===== src/rtl/core/ptd_pkg.sv =====
// package for the point triplet decoder: payload types, class bounds and masks
`default_nettype none

package ptd_pkg;

    // lower class bounds, one per encoding group but the first
    localparam logic [6:0] CLASS_DX1_LO  = 7'd10;
    localparam logic [6:0] CLASS_DXY1_LO = 7'd20;
    localparam logic [6:0] CLASS_DXY2_LO = 7'd84;
    localparam logic [6:0] CLASS_DXY3_LO = 7'd120;
    localparam logic [6:0] CLASS_DXY4_LO = 7'd124;

    // field masks used by the delta encodings
    localparam logic [6:0] CLASS_MASK   = 7'h7f;
    localparam logic [6:0] HIGH_MASK    = 7'd14;
    localparam logic [6:0] DX_MASK      = 7'h30;
    localparam logic [6:0] DY_MASK      = 7'h0c;
    localparam logic [6:0] PAIR_STEP    = 7'd12;
    localparam logic [3:0] NIBBLE_MASK  = 4'h0f;

    typedef struct packed {
        logic [7:0] flag_byte;
        logic [7:0] data_b0;
        logic [7:0] data_b1;
        logic [7:0] data_b2;
        logic [7:0] data_b3;
        logic [2:0] bytes_available;
        logic       first_point;
    } ptd_point_t;

    typedef struct packed {
        logic signed [31:0] x_coord;
        logic signed [31:0] y_coord;
        logic               on_curve;
        logic [2:0]         bytes_used;
        logic               truncated;
    } ptd_result_t;

endpackage

`default_nettype wire


===== src/rtl/core/point_triplet_decoder.sv =====
// point triplet decoder top level: flag decode, delta build and running coordinates
`default_nettype none

// Decodes one glyph point per transfer: the flag class picks one of six delta
// encodings over up to four data bytes, and the signed deltas are added to
// running 32-bit x and y coordinates that wrap. A point marked first_point
// restarts both coordinates at zero before its delta is added. When
// bytes_available is smaller than the byte count of the class, the result has
// truncated set, zero coordinates, and the running coordinates are left as
// they were (the first_point restart is skipped too). Counts of 5 to 7 are
// taken as enough for every class. Rate: one point per cycle while point_stall
// is low; one input register and one result register hold the stages, and
// the running coordinates update as a point moves from the first into the
// second. point_stall is only raised while the result register is full and
// the consumer stalls it.
module point_triplet_decoder
    import ptd_pkg::*;
(
    input  wire logic        clk,
    input  wire logic        rst_n,
    input  wire logic        point_valid,
    output logic             point_stall,
    input  wire ptd_point_t  point,
    output logic             result_valid,
    input  wire logic        result_stall,
    output ptd_result_t      result
);

    // input stage
    logic        pt_valid_reg;
    ptd_point_t  pt_reg;

    // running coordinates
    logic [31:0] run_x_reg;
    logic [31:0] run_x_next;
    logic [31:0] run_y_reg;
    logic [31:0] run_y_next;

    // result stage
    logic        res_valid_reg;
    ptd_result_t res_reg;
    ptd_result_t res_next;

    logic        res_free;
    logic        advance;

    // decode of the held point
    logic [6:0]  cls;
    logic [6:0]  k;
    logic [1:0]  quot;
    logic [6:0]  rem;
    logic [2:0]  need;
    logic [15:0] mag_x;
    logic [15:0] mag_y;
    logic [31:0] dx;
    logic [31:0] dy;
    logic [31:0] base_x;
    logic [31:0] base_y;
    logic        short_data;

    // result register can take a new point when empty or being drained
    assign res_free    = !res_valid_reg || !result_stall;
    assign advance     = pt_valid_reg && res_free;
    assign point_stall = pt_valid_reg && !res_free;

    always_comb
    begin
        cls   = pt_reg.flag_byte[6:0] & CLASS_MASK;
        k     = 7'd0;
        quot  = 2'd0;
        rem   = 7'd0;
        mag_x = 16'd0;
        mag_y = 16'd0;

        if (cls < CLASS_DXY2_LO)
        begin
            need = 3'd1;
        end
        else if (cls < CLASS_DXY3_LO)
        begin
            need = 3'd2;
        end
        else if (cls < CLASS_DXY4_LO)
        begin
            need = 3'd3;
        end
        else
        begin
            need = 3'd4;
        end

        if (cls < CLASS_DX1_LO)
        begin
            // dy only, 1 byte
            mag_y = (16'(cls & HIGH_MASK) << 7) + 16'(pt_reg.data_b0);
        end
        else if (cls < CLASS_DXY1_LO)
        begin
            // dx only, 1 byte
            k     = cls - CLASS_DX1_LO;
            mag_x = (16'(k & HIGH_MASK) << 7) + 16'(pt_reg.data_b0);
        end
        else if (cls < CLASS_DXY2_LO)
        begin
            // both deltas packed in one byte
            k     = cls - CLASS_DXY1_LO;
            mag_x = 16'd1 + 16'(k & DX_MASK) + 16'(pt_reg.data_b0[7:4]);
            mag_y = 16'd1 + (16'(k & DY_MASK) << 2)
                  + 16'(pt_reg.data_b0[3:0] & NIBBLE_MASK);
        end
        else if (cls < CLASS_DXY3_LO)
        begin
            // two bytes, high bits from the class
            k = cls - CLASS_DXY2_LO;
            if (k >= 7'(2 * PAIR_STEP))
            begin
                quot = 2'd2;
                rem  = k - 7'(2 * PAIR_STEP);
            end
            else if (k >= PAIR_STEP)
            begin
                quot = 2'd1;
                rem  = k - PAIR_STEP;
            end
            else
            begin
                quot = 2'd0;
                rem  = k;
            end
            mag_x = 16'd1 + {6'd0, quot, 8'd0} + 16'(pt_reg.data_b0);
            mag_y = 16'd1 + {6'd0, rem[3:2], 8'd0} + 16'(pt_reg.data_b1);
        end
        else if (cls < CLASS_DXY4_LO)
        begin
            // three bytes, 12 bits each
            mag_x = {4'd0, pt_reg.data_b0, pt_reg.data_b1[7:4]};
            mag_y = {4'd0, pt_reg.data_b1[3:0] & NIBBLE_MASK, pt_reg.data_b2};
        end
        else
        begin
            // four bytes, 16 bits each
            mag_x = {pt_reg.data_b0, pt_reg.data_b1};
            mag_y = {pt_reg.data_b2, pt_reg.data_b3};
        end

        // class bit 0 signs dx, bit 1 signs dy; the one-delta groups use bit 0
        if (cls < CLASS_DX1_LO)
        begin
            dx = 32'd0;
            dy = cls[0] ? 32'(mag_y) : 32'd0 - 32'(mag_y);
        end
        else if (cls < CLASS_DXY1_LO)
        begin
            dx = cls[0] ? 32'(mag_x) : 32'd0 - 32'(mag_x);
            dy = 32'd0;
        end
        else
        begin
            dx = cls[0] ? 32'(mag_x) : 32'd0 - 32'(mag_x);
            dy = cls[1] ? 32'(mag_y) : 32'd0 - 32'(mag_y);
        end

        short_data = pt_reg.bytes_available < need;
        base_x     = pt_reg.first_point ? 32'd0 : run_x_reg;
        base_y     = pt_reg.first_point ? 32'd0 : run_y_reg;

        if (short_data)
        begin
            run_x_next = run_x_reg;
            run_y_next = run_y_reg;
        end
        else
        begin
            run_x_next = base_x + dx;
            run_y_next = base_y + dy;
        end

        res_next.x_coord    = short_data ? 32'sd0 : $signed(run_x_next);
        res_next.y_coord    = short_data ? 32'sd0 : $signed(run_y_next);
        res_next.on_curve   = !pt_reg.flag_byte[7];
        res_next.bytes_used = need;
        res_next.truncated  = short_data;
    end

    // control and running state
    always_ff @(posedge clk or negedge rst_n)
    begin
        if (!rst_n)
        begin
            pt_valid_reg  <= 1'b0;
            res_valid_reg <= 1'b0;
            run_x_reg     <= 32'd0;
            run_y_reg     <= 32'd0;
        end
        else
        begin
            if (!point_stall)
            begin
                pt_valid_reg <= point_valid;
            end
            if (res_free)
            begin
                res_valid_reg <= pt_valid_reg;
            end
            if (advance)
            begin
                run_x_reg <= run_x_next;
                run_y_reg <= run_y_next;
            end
        end
    end

    // payload registers
    always_ff @(posedge clk)
    begin
        if (point_valid && !point_stall)
        begin
            pt_reg <= point;
        end
        if (advance)
        begin
            res_reg <= res_next;
        end
    end

    assign result_valid = res_valid_reg;
    assign result       = res_reg;

endmodule

`default_nettype wire


===== config.mk =====
export PLATFORM = sky130hd
export DESIGN_NAME = point_triplet_decoder
export DESIGN_NICKNAME = d
export VERILOG_FILES = /design/src/rtl/core/ptd_pkg.sv /design/src/rtl/core/point_triplet_decoder.sv
export SDC_FILE = /design/constraint.sdc
export NUM_CORES = 1
export LEC_CHECK = 0
export ABC_AREA = 1
export BUFFER_PORTS_ARGS = -buffer_cell sky130_fd_sc_hd__buf_2
export CAP_MARGIN = 0
export CORE_AREA = 4 4 154 156
export CTS_BUF_LIST = sky130_fd_sc_hd__clkbuf_2
export DETAILED_ROUTE_END_ITERATION = 10
export DIE_AREA = 0 0 158 160
export PLACE_DENSITY = 0.86
export SYNTH_ARGS = -nofsm -noshare
export SYNTH_HDL_FRONTEND = slang
export SYNTH_SLANG_ARGS = --single-unit

===== constraint.sdc =====
create_clock -name clk -period 4.9 [get_ports clk]
set_input_delay 1.47 -clock clk [delete_from_list [all_inputs] [get_ports clk]]
set_output_delay 1.47 -clock clk [all_outputs]
set_load 0.005 [all_outputs]

==> metrics.csv <==
stage,metric,value,unit
detailed_routing,via_per_inst,5.609,
final_layout,area_growth,17.61,%
sta,fmax,0.2096,GHz
detailed_routing,antenna_left,0,
placement,dp_worst_setup_slack,-0.05210,ns
power_and_ir_drop,finalPower,6114,uW
setup_path,cp-start-kind,flop,
cts,cts_tree,done,
final_layout,multiInputGateArea,0.006770,sq mm
cts,htreeDepth,4,
setup_path,cp_max_fo,8,
setup_path,crit_top_cell,nand2_1,
setup_path,end_kind,flop,
final_layout,final_nets,1906,
sta,fin_crit_sh,97.36,%
setup_path,path_delay_family,simple AND/OR/NAND/NOR gates,
synth,netlist-cell-type-count,56,
cts,clkTransAtPathRegs,0.32,ns
cts,cts_buffer_depth,2,
die,ios,119,
cts,clock_latency,0.81,ns
synth,synth_cells,1596,
worst_hold_path,hold_path_class,flop to flop,
power_and_ir_drop,p_per_area,419.1,mW/mm^2
power_and_ir_drop,power_frac_seq,37.8,%
final_layout,fillCellCount,1854,
synth,avgSynthCellArea,7.773,sq um
detailed_routing,dr.pass1.iters,5,
synth,ys_seq_elements,179,
final_layout,drive_above_1_share,20.95,%
detailed_routing,drc,0,
setup_path,slowest_stage,edfxtp_1,
sta,min_period,4.771,ns
global_routing,grt_busiest_layer,met2,
global_routing,grt_use_met1,34.55,%
detailed_routing,drt-total-wl,33.77,mm
die,die_x,158,um
power_and_ir_drop,ir_drop,0.0002469,V
placement,dp_hpwl,24.20,mm
cts,clockRootBuffer,clkbuf_2,
power_and_ir_drop,swShare,42.82,%
global_routing,gr-total-overflow,0,
placement,portBuffers,118,
power_and_ir_drop,leakagePower,0.007028,uW
die,fp.coreArea,0.02237,sq mm
cts,clock_sinks,179,
synth,synth_area,0.01241,sq mm
setup_path,cp_num_buf_inv,7,
synth,synth_top_area_share,27.35,%
global_routing,antenna_found_initial,1,
power_and_ir_drop,p_switching,2618,uW
detailed_routing,vias,11672,
sta,fin_worst_skew,0.05953,ns
final_layout,largest_reg_flops,69,
power_and_ir_drop,p_int,3496,uW
placement,gp_congestion,0.9478,
detailed_routing,routedWlPerCell,16.23,um
power_and_ir_drop,clkPwrFrac,12.6,%
setup_path,required,5.58,ns
final_layout,seqCellArea,0.005045,sq mm
die,die-height,160,um
synth,synth.net_count,1719,
run_status,status,"complete, no violations",
sta,slew_headroom,31.62,%
global_routing,grt_pass1_wl,52.43,mm
global_routing,met2_usage,41.70,%
setup_path,critical_path_arrival,5.45,ns
run,max_cap_viol_count,0,
die,dieArea,0.02528,sq mm
sta,rsz0062_at_grt,yes,
die,rows,55,
power_and_ir_drop,pwr-share-comb,49.6,%
synth,synth_area_leaders,"edfxtp_1 27%, dfrtp_1 13%, nand2_1 10%",
setup_path,critical_path_class,flop to flop,
synth,yosysTopAreaCell,edfxtp_1,
synth,ys_seq_area_share,40.67,%
cts,numCtsBuffers,17,
synth,async_flop_share,36.87,%
global_routing,grt_max_degree,79,
global_routing,grt_pass1_vias,10978,
sta,setup_ws,0.1292,ns
detailed_routing,drtIter0Drc,1047,
sta,setup_viol,0,
synth,synth_edf_count,113,
sta,worst_pin_slew,1.026,ns
cts,ctsHoldBuffers,0,
die,start_util,55.47,%
sta,timing.final.hold_violations,0,
global_routing,met3_usage,3.686,%
synth,synth_ff_type,edfxtp_1,
global_routing,grt_util_all_layers,25.40,%
sta,finalMaxSlewViolations,0,
setup_path,crit_path_max_incr_delay,0.54,ns
synth,yosysWarnings,0,
==> per-stage QoR <==
step	instances	utilization [%]	setup TNS (ns)	hold WS (ns)	cell area, sq um
after global placement	2006	60.53	0	0.4647	13540
after detailed placement	2006	60.53	-0.1138	0.4736	13540
after floorplan	1596	-	0	0.4340	12410
after CTS	2040	61.66	0	0.4864	13790
after global routing	2081	65.24	-1.470	0.5177	14590
final	2081	65.24	0	0.4767	14590
==> kinds of logic (layout without fill, tap and decap cells) <==
logic type / after synthesis / in the layout / share of synthesized area, %
AND/OR/NAND/NOR: 702 / 702 / 24.68
AO/OA/AOI/OAI: 312 / 312 / 14.14
buffers and inverters: 270 / 469 / 8.734
flip-flops: 179 / 179 / 40.67
adder cells (fa/ha/maj): 75 / 75 / 7.685
XOR/XNOR: 58 / 58 / 4.095
other: 0 / 1 / 0
==> timing repair <==
action,4_1_cts,5_1_grt
gates cloned,0,1
pin swaps,0,42
buffers inserted,3,39
gates resized for setup,4,109
endpoints found under the setup margin,10,59
==> synth_stat cells (6+ instances only) <==
library cell	instances
o22ai_1	26
o21ai_0	120
nor3_1	14
o21ai_1	8
xnor2_1	23
nand3_1	75
nand4_1	14
nand2_2	16
dfrtp_1	66
o211ai_1	7
buf_6	6
nor2_1	200
a31oi_1	6
ha_1	73
nand2_1	343
nor2_4	6
o21a_1	11
edfxtp_1	113
nand3_2	6
nor2_2	6
a21oi_1	103
clkbuf_1	24
buf_2	12
inv_1	217
o21bai_1	6
xor2_1	35
==> worst register-to-register path, delay by kind of cell, from the launching register on <==
kind	cells	cell delay (ns)
AO/OA/AOI/OAI	6	1.01
adder cells (fa/ha/maj)	1	0.31
buffers and inverters	7	0.71
flip-flops	1	0.54
AND/OR/NAND/NOR	20	2.12
==> metal layers <==
layer	vias to the layer above	routed length [um]
met3	79	2261
met1	5468	14390
met5	-	0
met2	466	16200
li1	5659	-
met4	0	915
==> power groups by stage <==
stage	registers [uW]	clock network [uW]	logic (uW)
2_1_floorplan	2320	0	1950
3_3_place_gp	2330	0	2660
3_5_place_dp	2340	0	2730
4_1_cts	2310	777	2760
5_1_grt	2350	838	3400
6_report	2310	770	3030
==> layout by cell type (no fill, tap or decap), drive strengths merged, types with 2 or more instances in the layout <==
master / n
nor2: 215
nand4: 16
o21ai: 130
nor3: 16
o21a: 11
xnor2: 23
dfrtp: 66
clkinv: 5
fa: 2
nand2: 362
o31ai: 5
a21oi: 104
clkinvlp: 4
ha: 73
a31oi: 6
inv: 227
a21boi: 3
o21bai: 6
nand3b: 4
nand3: 81
or2: 2
o221ai: 3
xor2: 35
o22ai: 26
edfxtp: 113
buf: 214
o211ai: 7
a221oi: 2
nor4: 4
a211oi: 3
clkbuf: 18
==> worst paths after layout <==
path                              startpoint             to  slack, ns  cells after the start
min in group asynchronous              rst_n  run_x_reg[15]       0.75                      1
max in group asynchronous              rst_n  run_y_reg[13]       3.26                      2
worst max-delay path                  cls[3]     result[36]       0.13                     34
worst max register to register        cls[3]     result[36]       0.13                     34
worst min-delay path            pt_valid_reg   result_valid       0.48                      2
worst min register to register  pt_valid_reg   result_valid       0.48                      2
==> area by class of cell <==
class	count	area share [%]
Sequential cell	179	34.58
Multi-Input combinational cell	1147	46.40
Timing Repair Buffer	214	9.236
Clock inverter	13	0.8576
Tap cell	285	2.444
Inverter	223	5.797
Antenna cell	1	0.01715
Clock buffer	18	0.6174
Timing Repair inverter	1	0.05145
Power figures use the tool's default switching activity.
